===== src/hdl/ptq_pkg.sv =====
// ----------------------------------------------------------------------------
// ptq_pkg
// Shared types for the periodic timer queue: transfer payloads, opcodes,
// controller states and the slot count.
// ----------------------------------------------------------------------------
package ptq_pkg;

  // Slot count; the payload index and count fields are sized for it
  localparam int NUM_TIMERS = 16;

  typedef enum logic [1:0] {
    OP_TICK  = 2'd0,
    OP_START = 2'd1,
    OP_STOP  = 2'd2
  } ptq_op_e;

  typedef enum logic [1:0] {
    ST_IDLE,
    ST_SCAN,
    ST_EMIT,
    ST_EMPTY
  } ptq_state_e;

  typedef struct packed {
    logic [1:0]  opcode;
    logic [3:0]  timer_index;
    logic [23:0] timeout;
    logic        periodic_mode;
  } ptq_in_t;

  typedef struct packed {
    logic       expiry_valid;
    logic [3:0] expired_index;
    logic       last_of_run;
    logic [4:0] active_count;
  } ptq_out_t;

endpackage


===== src/hdl/ptq_ram.sv =====
// ----------------------------------------------------------------------------
// ptq_ram
// Generic single-clock RAM: one write port, one read port, registered read.
// ----------------------------------------------------------------------------
module ptq_ram #(
  parameter int WIDTH = 8,
  parameter int DEPTH = 16
) (
  input  logic                                    clk_i,
  input  logic                                    we_i,
  input  logic [((DEPTH > 1) ? $clog2(DEPTH) : 1)-1:0] waddr_i,
  input  logic [WIDTH-1:0]                        wdata_i,
  input  logic                                    re_i,
  input  logic [((DEPTH > 1) ? $clog2(DEPTH) : 1)-1:0] raddr_i,
  output logic [WIDTH-1:0]                        rdata_o
);

  logic [WIDTH-1:0] mem_q [DEPTH];
  logic [WIDTH-1:0] rdata_q;

  always_ff @(posedge clk_i) begin
    if (we_i) begin
      mem_q[waddr_i] <= wdata_i;
    end
    if (re_i) begin
      rdata_q <= mem_q[raddr_i];
    end
  end

  assign rdata_o = rdata_q;

endmodule


===== src/hdl/periodic_timer_queue_top.sv =====
// ----------------------------------------------------------------------------
// periodic_timer_queue_top
// Bank of one-shot / periodic timer slots sharing one time counter.
// ----------------------------------------------------------------------------
// Usage:
//   Input channel (in_valid_i / in_stall_o / in_data_i) carries one command
//   per transfer: tick (advance time by one), start slot, or stop slot.
//   Output channel (out_valid_o / out_stall_i / out_data_o) returns results.
//   Start and stop give one result; a tick gives one result per expired slot
//   in ascending slot order (last one marked), or a single empty result.
//   Every result carries the count of armed slots after the command.
// Timing:
//   Start / stop: result registered on the next edge.
//   Tick: after acceptance the slot RAM is scanned (one slot per cycle
//   through its single read port), then slot indices are walked, one per
//   cycle (pausing on an expired slot while output stalls) to the last expiry.
//   A new command is taken only after the previous one finished its scan
//   and emission, and while the output register is free or being drained.
// Reset: time counter, armed flags and count clear; slot RAM needs no clear
//   since its entries are only used once armed.
// Stall: the output register holds its result while out_stall_i is high;
//   emission pauses and the input stalls until it drains.
// ----------------------------------------------------------------------------
module periodic_timer_queue_top
  import ptq_pkg::*;
#(
  parameter int TIME_WIDTH    = 32,
  parameter int TIMEOUT_WIDTH = 24
) (
  input  logic     clk_i,
  input  logic     rst_ni,
  input  logic     in_valid_i,
  output logic     in_stall_o,
  input  ptq_in_t  in_data_i,
  output logic     out_valid_o,
  input  logic     out_stall_i,
  output ptq_out_t out_data_o
);

  localparam int IDX_W = (NUM_TIMERS > 1) ? $clog2(NUM_TIMERS) : 1;
  localparam int CNT_W = $clog2(NUM_TIMERS + 1);
  localparam int RAM_W = 1 + TIMEOUT_WIDTH + TIME_WIDTH;
  localparam int SUM_W = (TIME_WIDTH > TIMEOUT_WIDTH) ? TIME_WIDTH : TIMEOUT_WIDTH;
  localparam logic [IDX_W-1:0] LAST_IDX = IDX_W'(NUM_TIMERS - 1);

  // Controller state
  ptq_state_e state_q, state_d;

  logic [TIME_WIDTH-1:0] time_q, time_d;
  logic [NUM_TIMERS-1:0] armed_q, armed_d;   // per-slot valid bits
  logic [NUM_TIMERS-1:0] exp_q, exp_d;       // slots expired on this tick
  logic [CNT_W-1:0]      cnt_q, cnt_d;       // armed slot count
  logic [CNT_W-1:0]      exp_cnt_q, exp_cnt_d; // expiries left to send

  // Scan pipeline: read issue index and slot whose data is back
  logic [IDX_W-1:0] rd_idx_q, rd_idx_d;
  logic             rd_act_q, rd_act_d;
  logic [IDX_W-1:0] chk_idx_q, chk_idx_d;
  logic             chk_vld_q, chk_vld_d;
  logic [IDX_W-1:0] ptr_q, ptr_d;            // emission walk pointer

  // Output register
  logic     out_valid_q, out_valid_d;
  ptq_out_t out_q, out_d;
  logic     out_load;
  logic     out_free;

  // Slot RAM: {repeats, period, deadline}
  logic             ram_we, ram_re;
  logic [IDX_W-1:0] ram_waddr, ram_raddr;
  logic [RAM_W-1:0] ram_wdata, ram_rdata;

  logic                     rd_rep;
  logic [TIMEOUT_WIDTH-1:0] rd_period;
  logic [TIME_WIDTH-1:0]    rd_deadline;
  logic [TIME_WIDTH-1:0]    diff;

  logic                     in_acc;
  logic                     in_range;
  logic [IDX_W-1:0]         in_slot;
  logic [TIMEOUT_WIDTH-1:0] in_tmo;
  logic [TIMEOUT_WIDTH-1:0] add_op;
  logic [TIME_WIDTH-1:0]    new_deadline;

  logic scan_end;
  logic emit_last;

  ptq_ram #(
    .WIDTH (RAM_W),
    .DEPTH (NUM_TIMERS)
  ) u_slot_ram (
    .clk_i   (clk_i),
    .we_i    (ram_we),
    .waddr_i (ram_waddr),
    .wdata_i (ram_wdata),
    .re_i    (ram_re),
    .raddr_i (ram_raddr),
    .rdata_o (ram_rdata)
  );

  assign rd_rep      = ram_rdata[RAM_W-1];
  assign rd_period   = ram_rdata[TIME_WIDTH +: TIMEOUT_WIDTH];
  assign rd_deadline = ram_rdata[TIME_WIDTH-1:0];

  // Wrap-aware due check: due when (now - deadline) has its top bit clear
  assign diff = time_q - rd_deadline;

  assign out_free   = !out_valid_q || !out_stall_i;
  assign in_stall_o = (state_q != ST_IDLE) || (out_valid_q && out_stall_i);
  assign in_acc     = in_valid_i && !in_stall_o;

  assign in_range = int'(in_data_i.timer_index) < NUM_TIMERS;
  assign in_slot  = IDX_W'(in_data_i.timer_index);
  assign in_tmo   = TIMEOUT_WIDTH'(in_data_i.timeout);

  // One adder for both start deadlines and periodic reloads
  assign add_op       = (state_q == ST_IDLE) ? in_tmo : rd_period;
  assign new_deadline = TIME_WIDTH'(SUM_W'(time_q) + SUM_W'(add_op));

  assign scan_end  = chk_vld_q && (chk_idx_q == LAST_IDX);
  assign emit_last = exp_q[ptr_q] && out_free && (exp_cnt_q == CNT_W'(1));

  // Next state
  always_comb begin
    state_d = state_q;
    case (state_q)
      ST_IDLE: begin
        if (in_acc && (in_data_i.opcode == OP_TICK)) begin
          state_d = ST_SCAN;
        end
      end
      ST_SCAN: begin
        if (scan_end) begin
          state_d = (exp_cnt_d == '0) ? ST_EMPTY : ST_EMIT;
        end
      end
      ST_EMIT: begin
        if (emit_last) begin
          state_d = ST_IDLE;
        end
      end
      ST_EMPTY: begin
        if (out_free) begin
          state_d = ST_IDLE;
        end
      end
      default: state_d = ST_IDLE;
    endcase
  end

  // Datapath and RAM access
  always_comb begin
    time_d    = time_q;
    armed_d   = armed_q;
    exp_d     = exp_q;
    cnt_d     = cnt_q;
    exp_cnt_d = exp_cnt_q;
    rd_idx_d  = rd_idx_q;
    rd_act_d  = rd_act_q;
    chk_idx_d = chk_idx_q;
    chk_vld_d = 1'b0;
    ptr_d     = ptr_q;
    ram_we    = 1'b0;
    ram_re    = 1'b0;
    ram_waddr = in_slot;
    ram_raddr = rd_idx_q;
    ram_wdata = {in_data_i.periodic_mode, in_tmo, new_deadline};
    out_load  = 1'b0;
    out_d     = out_q;

    case (state_q)
      ST_IDLE: begin
        if (in_acc) begin
          case (in_data_i.opcode)
            OP_TICK: begin
              // Advance time, then scan from slot zero
              time_d    = time_q + TIME_WIDTH'(1);
              exp_d     = '0;
              exp_cnt_d = '0;
              rd_idx_d  = '0;
              rd_act_d  = 1'b1;
            end
            OP_START: begin
              if (in_range) begin
                ram_we           = 1'b1;
                armed_d[in_slot] = 1'b1;
                if (!armed_q[in_slot]) begin
                  cnt_d = cnt_q + CNT_W'(1);
                end
              end
              out_load = 1'b1;
            end
            default: begin
              // Stop, and unused codes answered the same way
              if (in_range && armed_q[in_slot]) begin
                armed_d[in_slot] = 1'b0;
                cnt_d            = cnt_q - CNT_W'(1);
              end
              out_load = 1'b1;
            end
          endcase
          out_d = '{expiry_valid: 1'b0, expired_index: '0, last_of_run: 1'b1,
                    active_count: 5'(cnt_d)};
        end
      end

      ST_SCAN: begin
        // Issue the read for the next slot
        if (rd_act_q) begin
          ram_re    = 1'b1;
          chk_vld_d = 1'b1;
          chk_idx_d = rd_idx_q;
          if (rd_idx_q == LAST_IDX) begin
            rd_act_d = 1'b0;
          end else begin
            rd_idx_d = rd_idx_q + IDX_W'(1);
          end
        end
        // Check the slot whose entry came back; reload or disarm if due
        if (chk_vld_q && armed_q[chk_idx_q] && !diff[TIME_WIDTH-1]) begin
          exp_d[chk_idx_q] = 1'b1;
          exp_cnt_d        = exp_cnt_q + CNT_W'(1);
          if (rd_rep) begin
            ram_we    = 1'b1;
            ram_waddr = chk_idx_q;
            ram_wdata = {rd_rep, rd_period, new_deadline};
          end else begin
            armed_d[chk_idx_q] = 1'b0;
            cnt_d              = cnt_q - CNT_W'(1);
          end
        end
        if (scan_end) begin
          ptr_d = '0;
        end
      end

      ST_EMIT: begin
        if (!exp_q[ptr_q]) begin
          ptr_d = ptr_q + IDX_W'(1);
        end else if (out_free) begin
          out_load  = 1'b1;
          out_d     = '{expiry_valid: 1'b1, expired_index: 4'(ptr_q),
                        last_of_run: (exp_cnt_q == CNT_W'(1)),
                        active_count: 5'(cnt_q)};
          exp_cnt_d = exp_cnt_q - CNT_W'(1);
          ptr_d     = ptr_q + IDX_W'(1);
        end
      end

      ST_EMPTY: begin
        if (out_free) begin
          out_load = 1'b1;
          out_d    = '{expiry_valid: 1'b0, expired_index: '0, last_of_run: 1'b1,
                       active_count: 5'(cnt_q)};
        end
      end

      default: begin
        out_load = 1'b0;
      end
    endcase

    out_valid_d = out_load | (out_valid_q & out_stall_i);
  end

  always_ff @(posedge clk_i or negedge rst_ni) begin
    if (!rst_ni) begin
      state_q     <= ST_IDLE;
      time_q      <= '0;
      armed_q     <= '0;
      exp_q       <= '0;
      cnt_q       <= '0;
      exp_cnt_q   <= '0;
      rd_idx_q    <= '0;
      rd_act_q    <= 1'b0;
      chk_idx_q   <= '0;
      chk_vld_q   <= 1'b0;
      ptr_q       <= '0;
      out_valid_q <= 1'b0;
    end else begin
      state_q     <= state_d;
      time_q      <= time_d;
      armed_q     <= armed_d;
      exp_q       <= exp_d;
      cnt_q       <= cnt_d;
      exp_cnt_q   <= exp_cnt_d;
      rd_idx_q    <= rd_idx_d;
      rd_act_q    <= rd_act_d;
      chk_idx_q   <= chk_idx_d;
      chk_vld_q   <= chk_vld_d;
      ptr_q       <= ptr_d;
      out_valid_q <= out_valid_d;
    end
  end

  // Hold the payload; no reset needed
  always_ff @(posedge clk_i) begin
    out_q <= out_d;
  end

  assign out_valid_o = out_valid_q;
  assign out_data_o  = out_q;

  // Armed count tracks the armed flags
  a_cnt_matches: assert property (@(posedge clk_i) disable iff (!rst_ni)
    int'(cnt_q) == $countones(armed_q))
    else $error("armed count out of step with armed flags");

  // Scan write-back never hits the slot being read
  a_ram_no_collide: assert property (@(posedge clk_i) disable iff (!rst_ni)
    (ram_we && ram_re) |-> (ram_waddr != ram_raddr))
    else $error("slot RAM read and write to the same entry");

  // Emission only runs with expiries still pending
  a_emit_pending: assert property (@(posedge clk_i) disable iff (!rst_ni)
    (state_q == ST_EMIT) |-> (exp_cnt_q != '0))
    else $error("emission with no pending expiry");

  // A marked last result ends the run
  a_last_ends_run: assert property (@(posedge clk_i) disable iff (!rst_ni)
    (out_load && out_d.last_of_run) |=> (state_q == ST_IDLE))
    else $error("controller busy after last result");

endmodule

===== config.mk =====
export PLATFORM = sky130hd
export DESIGN_NAME = periodic_timer_queue_top
export DESIGN_NICKNAME = d
export VERILOG_FILES = /design/src/hdl/ptq_pkg.sv /design/src/hdl/ptq_ram.sv /design/src/hdl/periodic_timer_queue_top.sv
export SDC_FILE = /design/constraint.sdc
export NUM_CORES = 1
export LEC_CHECK = 0
export BUFFER_PORTS_ARGS = -buffer_cell sky130_fd_sc_hd__buf_2
export CORE_MARGIN = 2
export CORE_UTILIZATION = 47
export CTS_BUF_LIST = sky130_fd_sc_hd__clkbuf_4 sky130_fd_sc_hd__clkbuf_8
export CTS_CLUSTER_DIAMETER = 100
export DETAILED_ROUTE_END_ITERATION = 8
export GPL_TIMING_DRIVEN = 0
export PLACE_DENSITY_LB_ADDON = 0.15
export SLEW_MARGIN = 20
export SYNTH_ARGS = -nofsm -noshare
export SYNTH_HDL_FRONTEND = slang
export SYNTH_SLANG_ARGS = --single-unit

===== constraint.sdc =====
create_clock -name clk_i -period 5.1 [get_ports clk_i]
set_clock_uncertainty 0.2 [all_clocks]
set_input_delay 0.51 -clock clk_i [delete_from_list [all_inputs] [get_ports clk_i]]
set_output_delay 0.51 -clock clk_i [all_outputs]
set_load 0.01 [all_outputs]

==> impl_metrics.toml, run 1 <==
[global_route]
grt.met1_usage_pct = 35.8
met3_usage_pct = 4.38
grt_most_used_layer = "met2"
grt_max_degree = 50
antenna_found_initial = 5
overflow = 0
grtUsageMet2_pct = 43.1
grt_pass1_vias = 26500
grt_usage_pct = 26.3
grt_pass1_wl_um = 182000

[floorplan]
coreArea_sq_um = 93600
io_pins = 48
dieArea_sq_um = 97300
start_util_pct = 47.6
die_x_um = 312
rows = 112
die_h_um = 312

[sta]
tns_ps = 0
hold_viol = 0
max-slew-margin-rel_pct = 21.4
tightest_slew_ps = 1180
maxSlewViolCount = 0
max_freq_mhz = 202
post-route-period-util_pct = 97.0
grt_setup_unrepaired = "no"
setup_viol_count_final = 0
min_period_ps = 4950

[yosys]
syn_area_sq_um = 44600
synth_common_cells = "980 x edfxtp_1, 177 x mux2i_1, 169 x o21ai_0"
seq_area_frac_synth_pct = 71.1
synth_top_flop_cell = "edfxtp_1"
synthesis.instances = 2669
synthesis.nets = 2771
ys_ff_latch = 1071
synth-edff-count = 980
synth_async_sr_flop_share_pct = 8.50
ys_warn_count = 0
synth_area_leaders = "edfxtp_1 66%, mux4_2 6.4%, dfrtp_1 5.1%"
synth_top_area_cell = "edfxtp_1"
synth_top_area_share_pct = 66.0
synthDistinctLibCells = 71
yosysMostFrequentCell = "edfxtp_1"
postSynthAreaPerCell_sq_um = 16.7

[min_path]
min_path_type = "primary input to flip-flop"

[critical_path]
worst-path-max-fanout = 16
path_class = "flip-flop to flip-flop"
crit_arrival_ps = 5330
required_ps = 5490
endpoint_kind = "flip-flop"
cp-start-kind = "flip-flop"

[clock_network]
cts_sinks = 1071
cts_buffers = 172
clock_latency_ps = 880
cts_root_buffer = "clkbuf_8"
cts_buffer_depth = 3
cts_tree = "done"
htree_levels = 4
clkTransAtPathRegs_ps = 60

[route]
wl_per_cell_um = 29.0
routed_wl_um = 127000
drt_first_pass_iters = 5
vias = 26300
ant_nets = 0
drt_iter0_drc = 3015
vias_per_cell = 5.97
drc_errors = 0

[power]
power_density_nw_per_um2 = 324
leakagePower_nw = 17.5
vdd_drop_max_uv = 263

[cells_and_area]
layout.nets = 3106
drive_gt1_share_pct = 23.9
areaGrowthSynthToFinish_pct = 17.1
post-route-util_pct = 55.8

[placement]
dp_hpwl_um = 83500
io_buffers = 45
routabilityCongestion = 0.861

[run_status]
outcome = "finished clean"

[job]
maxCapViolCount = 0
-- sequential cells by signal (all words and copies together), names as in the netlist, named ones only --
name / flops
state_q: 2
exp_cnt_q: 5
ptr_q: 4
chk_idx_q: 4
rd_act_q: 1
chk_vld_q: 1
out_valid_o: 1
cnt_q: 5
exp_q: 16
out_data_o: 11
u_slot_ram.rdata_o: 57
time_q: 32
ram_raddr: 4
u_slot_ram.mem_q: 912
-- routing by layer --
metal	vias up	wire length, um
met1	13600	52700
li1	11300	-
met2	1147	62500
met4	0	3540
met3	216	8760
met5	-	0
-- stage by stage --
step	worst slack, ps	hold WS [ps]	cells	cell area, sq um	total power [mW]
after floorplan	-517	14.4	2669	44600	9.73
after global placement	-6270	271	3968	46400	9.79
after detailed placement	-2120	273	4021	47800	9.80
after CTS	6.44	15.6	4385	51900	17.1
after global routing	8.74	114	4401	52200	17.4
final	154	86.0	4402	52200	16.9
-- final timing paths --
check	startpoint	end	slack, ps	cells past startpoint
hold reg to reg	exp_q[1]	exp_q[1]	290	2
max in group asynchronous	rst_ni	exp_q[9]	3870	4
hold / removal	in_data_i[30]	out_data_o[1]	90	4
setup / recovery	state_q[0]	u_slot_ram.mem_q[14][28]	150	18
setup reg to reg	state_q[0]	u_slot_ram.mem_q[14][28]	150	18
min in group asynchronous	rst_ni	exp_cnt_q[0]	540	4
-- placed cells by master (no fill, tap or decap), types with 30 or more instances in the layout --
cell	n
o21ai_0	169
xnor2_1	30
a22oi_1	58
clkbuf_1	85
buf_4	46
buf_2	50
mux2i_1	177
edfxtp_1	980
mux4_2	126
dfrtp_1	91
nor2_1	59
a21oi_1	93
mux2_2	87
a31oi_1	30
clkbuf_4	58
clkinv_1	46
inv_1	52
clkbuf_8	176
a221oi_1	60
nand2_1	136
ha_1	65
buf_12	51
nor3_1	33
-- critical path, stage by stage, from the launching register on --
cell and delay (ps):
dfrtp_1 400, inv_1 100, ha_2 260, buf_8 210, buf_6 240, mux2_2 410, ha_1 240, fa_1 470
a21o_1 220, a21oi_2 260, o21a_1 170, nor3_2 70, a311o_1 390, and3_1 200, nor2_1 200, a21oi_4 140
nand2_1 200, xnor2_4 100, buf_12 150
-- area by class of cell --
class,instances,area [sq um]
well taps,1254,1570
inverters,55,211
multi-input cells,1411,12700
clock inverters,82,536
diodes,3,7.51
clock buffers,233,2850
plain buffers,131,567
flip-flops and latches,1071,31700
repair buffers,162,2040
fillers,7395,41400
-- kinds of logic after synthesis --
| kind of cell | after synthesis | share of synthesized area, % |
|---|---|---|
| flops | 1071 | 71.1 |
| fa+ha+maj | 67 | 1.90 |
| simple gates | 365 | 3.81 |
| compound gates | 492 | 6.88 |
| buf+inv | 187 | 1.62 |
| mux | 417 | 13.3 |
| xor+xnor | 70 | 1.38 |
-- power by group --
group	internal (mW)	total, mW	switching (mW)
clock network	3.86	7.30	3.44
logic	0.0297	0.122	0.0921
registers	9.50	9.50	0
-- repair_timing --
item                                    CTS  global route
setup buffers                            43            14
setup endpoints to repair              1603           382
pin swaps                                13             7
endpoints found under the hold margin    96             0
hold buffers                              7             0
gates resized for setup                  48            14
Note: power is estimated with default switching activity, not from simulation.
==> run 2, diff against run 1 <==
--- a/config.mk
+++ b/config.mk
@@ -6,6 +6,8 @@
 export NUM_CORES = 1
 export LEC_CHECK = 0
 export BUFFER_PORTS_ARGS = -buffer_cell sky130_fd_sc_hd__buf_2
+export CELL_PAD_IN_SITES_DETAIL_PLACEMENT = 1
+export CELL_PAD_IN_SITES_GLOBAL_PLACEMENT = 1
 export CORE_MARGIN = 2
 export CORE_UTILIZATION = 47
 export CTS_BUF_LIST = sky130_fd_sc_hd__clkbuf_4 sky130_fd_sc_hd__clkbuf_8
==> run 2 against run 1 <==
Effect of this change: sequential power barely moved; final cell count shrank 0.30%; global-route usage rose by 1.7 points; largest cell class unchanged; clock power is 3.6% higher; power grew 1.5%.
==> impl_metrics.toml, run 2 (synthesized netlist as in run 1, its figures left out) <==
[cells_and_area]
layout.nets = 3086
fill_cells = 8620
regMostFlops = "u_slot_ram.mem_q"
drive_gt1_share_pct = 23.8
areaGrowthSynthToFinish_pct = 17.8
post-route-util_pct = 56.1
largest_register_ffs = 912
final_common_cell = "edfxtp_1"
stdcell_area_sq_um = 52500
final_cell_mix = "980 x edfxtp_1, 177 x mux2i_1, 177 x clkbuf_8"

[power]
power_frac_clock_pct = 44.0
p_sw_mw = 3.61
power_density_nw_per_um2 = 327
comb_power_share_pct = 0.7
power.internal_mw = 13.6
swShare_pct = 21.0
vdd_drop_max_uv = 269
seqPwrFrac_pct = 55.3
leakagePower_nw = 17.6

[global_route]
grt_usage_pct = 28.0
grt_max_degree = 52
overflow = 0
antenna_found_initial = 10
grt_pass1_vias = 28200
grt_pass1_wl_um = 195000

[placement]
place_ws_ps = -1980
io_buffers = 45
routabilityCongestion = 0.868
dpl_cell_area_sq_um = 48200
dp_hpwl_um = 93100

[route]
vias = 26500
drt_iter0_drc = 2440
wl_per_cell_um = 30.8
ant_nets = 0
routed_wl_um = 135000
vias_per_cell = 6.04
drc_errors = 0
drt_first_pass_iters = 5

[job]
maxCapViolCount = 0

[sta]
max-slew-margin-rel_pct = 17.2
grt_setup_unrepaired = "yes"
maxSlewViolCount = 0
hold_viol = 0
min_period_ps = 4960
worst_hold_slack_ps = 99.6
fin_ws_ps = 142
setup_viol_count_final = 0
post-route-period-util_pct = 97.2
tightest_slew_ps = 1240
max_freq_mhz = 202

[floorplan]
coreArea_sq_um = 93600
die_h_um = 312
dieArea_sq_um = 97300
die_x_um = 312
rows = 112
start_util_pct = 47.6
io_pins = 48

[critical_path]
critical_path.top_delay_family = "simple AND/OR/NAND/NOR gates"
r2r_start = "time_q[28]"
crit_arrival_ps = 5380
endpoint_kind = "flip-flop"
path_cells = "ha_1 -> nand4_1 -> nor4_1 -> nand3_1 -> o21ai_2 -> mux2i_2 -> and3_4 -> buf_2 -> nor2_1 -> a21oi_2 -> nor2_4 -> buf_16 -> buf_12 -> buf_8"
critPathBufInv = 4
slowest_stage = "dfrtp_1"
worst-path-max-fanout = 15
cp-start-kind = "flip-flop"
required_ps = 5520
path_class = "flip-flop to flip-flop"
slowest_delay_ps = 510
critical_path.startpoint = "time_q[28]"

[clock_network]
cts_tree = "done"
clock_latency_ps = 870
cts_buffers = 175
cts_root_buffer = "clkbuf_8"
clkTransAtPathRegs_ps = 60
cts_buffer_depth = 3
cts_sinks = 1071
htree_levels = 4

[min_path]
min_path_type = "primary input to flip-flop"
hold_start = "in_data_i[30]"

[run_status]
outcome = "finished clean"
==> run 2: changes by cell type in the layout (fill, tap and decap cells not counted), sizes merged <==
| cell | before | now |
|---|---|---|
| clkbuf | 337 | 338 |
| inv | 62 | 60 |
| diode | 3 | 8 |
| buf | 183 | 160 |
| bufinv | 4 | 7 |
| dlygate4sd3 | 6 | 7 |
| clkinv | 68 | 70 |
==> run 2: stage by stage <==
step / setup TNS, ps / instances / power [mW]
final: 0 / 4389 / 17.2
after detailed placement: -1395680 / 4035 / 9.80
after global placement: -5874710 / 3968 / 9.79
after floorplan: -470580 / 2669 / 9.73
after CTS: 0 / 4377 / 17.3
after global routing: -58.3 / 4386 / 17.7
==> run 2: worst paths after layout <==
| check | to | slack [ps] | cells after the start |
|---|---|---|---|
| min reg2reg | exp_q[4] | 290 | 1 |
| min | out_data_o[1] | 100 | 4 |
| max in group asynchronous | asynchronous set/reset pin | 3830 | 4 |
| max reg2reg | u_slot_ram.mem_q[9][51] | 140 | 14 |
| min in group asynchronous | exp_cnt_q[1] | 540 | 4 |
| max | u_slot_ram.mem_q[9][51] | 140 | 14 |
==> run 2: layout make-up <==
cell class	instances	area [sq um]	area share [%]
Timing Repair Buffer	139	2170	4.14
Clock inverter	85	633	1.21
Antenna cell	8	20.0	0.0381
Multi-Input combinational cell	1411	12700	24.3
Tap cell	1254	1570	2.99
Sequential cell	1071	31700	60.4
Inverter	55	211	0.403
Clock buffer	235	2870	5.47
Buffer	131	587	1.12
==> run 2: worst reg2reg max path: stages, from the launching register on <==
cell and delay, ps:
dfrtp_1 510, ha_1 390, nand4_1 210, nor4_1 430, nand3_1 150, o21ai_2 270
mux2i_2 440, and3_4 410, buf_2 370, nor2_1 130, a21oi_2 480, nor2_4 120
buf_16 200, buf_12 180, buf_8 200
==> run 2: per-layer routing <==
metal	global-route usage, %	vias up	part of all wire [%]
li1	-	11300	-
met1	37.7	14000	42
met2	46.4	973	49
met3	4.74	248	6.1
met4	9.55	6	3.2
met5	0	-	0.036
==> run 2: power groups by stage <==
stage	Combinational [mW]	Clock, mW	Sequential, mW
2_1_floorplan	0.0478	0	9.68
3_3_place_gp	0.104	0	9.68
3_5_place_dp	0.119	0	9.68
4_1_cts	0.127	7.69	9.50
5_1_grt	0.139	8.06	9.50
6_report	0.126	7.56	9.50
==> run 2: what timing repair did <==
item,in CTS,in global routing
setup buffers,15,3
hold endpoints to repair,98,0
setup endpoints to repair,1692,495
hold buffers,8,0
pin swaps,12,6
gates resized for setup,51,22
